**config.mk**
```make
export PLATFORM = sky130hd
export DESIGN_NAME = dpf_ctrl
export DESIGN_NICKNAME = d
export VERILOG_FILES = /design/src/rtl/dpf_pkg.sv /design/src/rtl/dpf_ctrl.sv
export SDC_FILE = /design/constraint.sdc
export NUM_CORES = 1
export LEC_CHECK = 0
export ABC_AREA = 1
export BUFFER_PORTS_ARGS = -buffer_cell sky130_fd_sc_hd__buf_4
export CAP_MARGIN = 5
export CELL_PAD_IN_SITES_DETAIL_PLACEMENT = 1
export CELL_PAD_IN_SITES_GLOBAL_PLACEMENT = 2
export CORE_MARGIN = 1.5
export CORE_UTILIZATION = 24
export DETAILED_ROUTE_END_ITERATION = 7
export PLACE_DENSITY = 0.74
export SYNTH_ARGS = -nofsm -noshare
export SYNTH_HDL_FRONTEND = slang
export SYNTH_SLANG_ARGS = --single-unit
```
**constraint.sdc**
```tcl
create_clock -name clk_i -period 2 [get_ports clk_i]
set_clock_uncertainty 0.1 [all_clocks]
set_input_delay 0.5 -clock clk_i [delete_from_list [all_inputs] [get_ports clk_i]]
set_output_delay 0.5 -clock clk_i [all_outputs]
set_load 0.01 [all_outputs]
```
**src/rtl/dpf_pkg.sv**
```systemverilog
// Shared types and constants for the duplicate point filter.
// No dependencies.
`default_nettype none

package dpf_pkg;

  localparam int MaxPoints  = 256;
  localparam int CoordBits  = 22;
  localparam int IdxW       = $clog2(MaxPoints);
  localparam int CntW       = IdxW + 1;
  localparam int PointIdxW  = 8;
  localparam int EntryW     = 2 * CoordBits;

  typedef struct packed {
    logic [CoordBits-1:0] x_pos;
    logic [CoordBits-1:0] y_pos;
    logic                 last_point;
  } in_t;

  typedef struct packed {
    logic [PointIdxW-1:0] point_index;
    logic                 keep;
    logic                 image_end;
    logic                 overflow;
  } out_t;

  typedef struct packed {
    logic              we;
    logic [IdxW-1:0]   waddr;
    logic [EntryW-1:0] wdata;
    logic              re;
    logic [IdxW-1:0]   raddr;
  } mem_req_t;

  typedef enum logic [1:0] {
    StIdle,
    StScan,
    StFlush,
    StEmit
  } state_e;

endpackage

`default_nettype wire

```
**src/rtl/dpf_ctrl.sv**
```systemverilog
// Sequencer: walks the store with one shared comparator, then writes the
// new point and produces the result. Depends on dpf_pkg.
`default_nettype none

module dpf_ctrl
  import dpf_pkg::*;
(
  input  wire logic              clk_i,
  input  wire logic              rst_ni,
  input  wire logic              in_valid_i,
  input  wire in_t               in_data_i,
  output logic                   in_ready_o,
  input  wire logic              out_free_i,
  output logic                   emit_o,
  output out_t                   result_o,
  output mem_req_t               mem_req_o,
  input  wire logic [EntryW-1:0] mem_rdata_i
);

  localparam logic [CntW-1:0]      CntFull = CntW'(MaxPoints);
  localparam logic [PointIdxW-1:0] IdxSat  = PointIdxW'(MaxPoints - 1);

  state_e            state_q, state_d;
  logic [EntryW-1:0] coord_q, coord_d;
  logic              last_q, last_d;
  logic [CntW-1:0]   cnt_q, cnt_d;
  logic [CntW-1:0]   addr_q, addr_d;
  logic              seen_q, seen_d;
  logic              ovf_q, ovf_d;
  logic              rd_pend_q, rd_pend_d;
  logic              accept;
  logic              hit;
  logic [CntW-1:0]   addr_inc;

  assign accept   = in_valid_i && in_ready_o;
  assign addr_inc = addr_q + CntW'(1);
  // The one comparator: data from the read issued last cycle.
  assign hit      = rd_pend_q && (mem_rdata_i == coord_q);

  // Next state
  always_comb begin
    state_d = state_q;
    case (state_q)
      StIdle: begin
        if (accept) begin
          if (cnt_q == CntFull || cnt_q == '0) begin
            state_d = StEmit;
          end else begin
            state_d = StScan;
          end
        end
      end
      StScan: begin
        if (addr_inc == cnt_q) begin
          state_d = StFlush;
        end
      end
      StFlush: state_d = StEmit;
      StEmit: begin
        if (out_free_i) begin
          state_d = StIdle;
        end
      end
      default: state_d = StIdle;
    endcase
  end

  // Datapath and outputs
  always_comb begin
    coord_d    = coord_q;
    last_d     = last_q;
    cnt_d      = cnt_q;
    addr_d     = addr_q;
    seen_d     = seen_q || hit;
    ovf_d      = ovf_q;
    rd_pend_d  = 1'b0;
    in_ready_o = 1'b0;
    emit_o     = 1'b0;
    mem_req_o  = '0;
    mem_req_o.raddr = addr_q[IdxW-1:0];
    mem_req_o.waddr = cnt_q[IdxW-1:0];
    mem_req_o.wdata = coord_q;
    result_o.point_index = ovf_q ? IdxSat : PointIdxW'(cnt_q);
    result_o.keep        = !ovf_q && !seen_q;
    result_o.image_end   = last_q;
    result_o.overflow    = ovf_q;
    case (state_q)
      StIdle: begin
        in_ready_o = 1'b1;
        if (accept) begin
          coord_d = {in_data_i.x_pos, in_data_i.y_pos};
          last_d  = in_data_i.last_point;
          ovf_d   = (cnt_q == CntFull);
          seen_d  = 1'b0;
          addr_d  = '0;
        end
      end
      StScan: begin
        mem_req_o.re = 1'b1;
        rd_pend_d    = 1'b1;
        addr_d       = addr_inc;
      end
      StFlush: begin
      end
      StEmit: begin
        if (out_free_i) begin
          emit_o       = 1'b1;
          mem_req_o.we = !ovf_q;
          if (last_q) begin
            cnt_d = '0;
          end else if (!ovf_q) begin
            cnt_d = cnt_q + CntW'(1);
          end
        end
      end
      default: begin
      end
    endcase
  end

  always_ff @(posedge clk_i or negedge rst_ni) begin
    if (!rst_ni) begin
      state_q   <= StIdle;
      cnt_q     <= '0;
      rd_pend_q <= 1'b0;
    end else begin
      state_q   <= state_d;
      cnt_q     <= cnt_d;
      rd_pend_q <= rd_pend_d;
    end
  end

  always_ff @(posedge clk_i) begin
    coord_q <= coord_d;
    last_q  <= last_d;
    addr_q  <= addr_d;
    seen_q  <= seen_d;
    ovf_q   <= ovf_d;
  end

endmodule

`default_nettype wire

```
==> key figures <==
Power
  – Leakage power: 2.564 nW
  – Peak supply drop: 0.4667 mV
  – Power Density: 1233 mW/mm^2
  – Final Power: 6.697 mW

STA
  – Final setup margin: 0.02224 ns
  – Max-slew headroom: 81.21%
  – Final min period: 1.978 ns
  – RSZ-0062 raised after global routing: true
  – Final Hold Fails: 0
  – Worst Max-Slew Pin Slew: 0.2792 ns
  – Pins Over Slew Limit: 0
  – Hold WS: 0.2300 ns
  – Fin crit share: 98.89%
  – FMAX: 505.6 MHz
  – Number of setup violations in the final report: 0

Hold path
  – Hold Crit Class: input pin to register

Placement
  – Routability cong.: 0.7626
  – Hpwl dp: 9610 um
  – Port Buffers: 167
  – Placed inst area: 0.005026 sq mm
  – Dpl ws: 0.07921 ns

Synthesis
  – Largest family of logic cells by synthesized area: simple AND/OR/NAND/NOR gates
  – Top cell type's share of synthesized area: 45.77%
  – Synth warn: 0
  – Register area share after synthesis: 54.65%
  – Number of synthesized register bits: 68
  – Post-synthesis mux area share: 0%
  – Net Count, Synth: 486
  – Synth Area in Simple Gates: 24.03%
  – Synth top area cells: edfxtp_1, nand2_1, dfrtp_1
  – Post-synth cell types: 32
  – Fraction of the mapped netlist area in adder cells: 2.427%
  – Xor/xnor share of the synthesized area: 5.097%
  – Cell Area, Synth: 0.003608 sq mm
  – Average size of a mapped cell: 9.348 sq um
  – Mapped Cells: 386
  – Synth Area in Compound Gates: 3.467%
  – Yosys top cell by area: edfxtp_1

Worst setup path
  – Reg2reg path depth: 12
  – Worst EP arrival: 1.38 ns
  – Slack of the worst reg-to-reg path: 0.10 ns
  – Crit-path max FO: 5
  – Reg-to-reg startpoint: state_q[1]
  – CP Launch Type: register
  – Worst Path Class, Setup: register to output port
  – Worst EP required: 1.40 ns
  – Critical Path Start: state_q[1]
  – Most used cell, CP: buf_4
  – CP max stage delay: 0.41 ns
  – Crit-path cells: buf_4 -> inv_1 -> ha_2 -> buf_4
  – Worst setup endpoint: mem_req_o[8]
  – Worst Path Buf+Inv: 3
  – Reg2reg end: cnt_q[8]
  – CP max-delay cell: dfrtp_1
  – CP Capture Type: output port
  – Cell depth of the worst setup path: 4
  – Top Family by Delay on Critical Path: flip-flops

Finish
  – Final nets: 659
  – Diode count: 0
  – Core Util, Final: 37.22%
  – Post-Layout Inst Area: 0.005430 sq mm
  – # fillers: 1,715
  – Synth-to-Final Area Change: 50.49%
  – Ratio of cells with drive above 1 in the final layout: 41.84%

Routing
  – Vias per inst: 4.346
  – DRC viols: 0
  – Metal2 WL: 5900 um
  – Antenna-violating nets left: 0
  – DRT Pass-1 Iters: 4
  – WL met3: 526 um
  – DR WL/cell: 15.87 um
  – Overall routed net length: 11,870 um
  – Initial drt markers: 141
  – Highest Signal Layer: met4
  – Routed metal-1 wirelength: 5179 um
  – Via Count: 3,251

Global routing
  – Total GRT Usage: 15.13%
  – Largest net degree at the start of global routing: 27
  – Remaining Overflow, GRT: 0
  – Initial antenna violation count: 0
  – Global-route wire length before repair: 18,230 um
  – Number of global-route vias before repair: 3,342

CTS
  – CTS H-tree lvls: 3
  – Clk_lat worst skew: 0.34 ns
  – CTS tree: yes
  – Root Driver: clkbuf_16
  – CTS clk-pin slew, worst paths: 0.06 ns
  – CTS sink count: 68
  – Buffer levels on the longest clock path: 2
  – TritonCTS Buffers: 9

Die
  – Core box area: 0.01459 sq mm
  – Die height: 125.6 um
  – Chip width: 125.6 um
  – Row count: 44
  – Total die area: 0.01578 sq mm
  – I/O pin count: 168
  – Starting density of the core: 24.73%

Run
  – Max Cap Viol: 0

Run status
  – Status: completed
## cell usage after synthesis (all sizes together)
cell type / instances
a21oi: 8
a22o: 1
and2: 1
buf: 19
clkinv: 2
dfrtp: 12
dfxtp: 1
edfxtp: 55
ha: 7
inv: 59
nand2: 93
nand3: 24
nand4: 10
nor2: 29
nor3: 11
nor3b: 1
nor4: 2
o21ai: 10
o21bai: 1
o22ai: 3
or2: 16
xnor2: 3
xor2: 18
## worst min-delay path by stage
stage,startpoint,endpoint,cells after the start
finish,in_data_i[42],coord_q[41],1
detailed placement,rst_ni,cnt_q[6],1
CTS,in_data_i[42],coord_q[41],1
floorplan,rst_ni,cnt_q[0],0
global route,in_data_i[22],coord_q[21],1
global placement,rst_ni,cnt_q[7],1
## state kept, by name, indices dropped and copies added, names as in the netlist
| signal | flops |
|---|---|
| coord_q | 44 |
| addr_q | 9 |
| cnt_q | 9 |
| state_q | 2 |
| last_q | 1 |
| ovf_q | 1 |
| rd_pend_q | 1 |
| seen_q | 1 |
## layer usage
layer	up-vias	global-route usage, %
li1	1585	-
met1	1548	19.07
met2	102	25.29
met3	16	3.271
met4	0	6.016
met5	-	0
## layout make-up
class / count / area (sq um) / share of cell area [%]
flip-flops and latches: 68 / 1972 / 36.31
repair buffers: 181 / 1378 / 25.37
multi-input cells: 238 / 1318 / 24.26
inverters: 61 / 240.2 / 4.424
well taps: 184 / 230.2 / 4.240
clock buffers: 9 / 225.2 / 4.147
clock inverters: 7 / 67.56 / 1.244
## power by group
group	switching [mW]	internal, mW
Sequential	0.362	2.03
Clock	0.641	0.958
Combinational	1.49	1.22
## kinds of logic after synthesis
kind of cell,count (synthesis)
AOI/OAI and AO/OA,23
adders and majority gates,7
and+or+nand+nor,187
DFF,68
buffers and inverters,80
xor gates and xnor gates,21
## cells in the final DEF, fill, tap and decap left out, drive strengths merged
master / count
a21oi: 8
a22o: 1
and2: 1
buf: 180
bufinv: 1
clkbuf: 9
clkinv: 7
clkinvlp: 2
dfrtp: 12
dfxtp: 1
dlygate4sd3: 1
edfxtp: 55
ha: 7
inv: 58
nand2: 93
nand3: 24
nand4: 10
nor2: 29
nor3: 11
nor3b: 1
nor4: 2
o21ai: 10
o21bai: 1
o22ai: 3
or2: 16
xnor2: 3
xor2: 18
## repair_timing
item / CTS / global route
setup endpoints to repair: 1 / 7
pin swaps: 3 / 5
hold buffers: 1 / 0
hold endpoints to repair: 12 / 0
buffers inserted: 1 / 4
gates resized for setup: 6 / 12
## stage by stage
| stage | instances | TNS, ns |
|---|---|---|
| 4_1_cts | 744 | 0 |
| 2_1_floorplan | 386 | 0 |
| 6_report | 748 | 0 |
| 3_5_place_dp | 726 | 0 |
| 3_3_place_gp | 726 | 0 |
| 5_1_grt | 748 | -0.3197 |
Power figures use the tool's default switching activity.
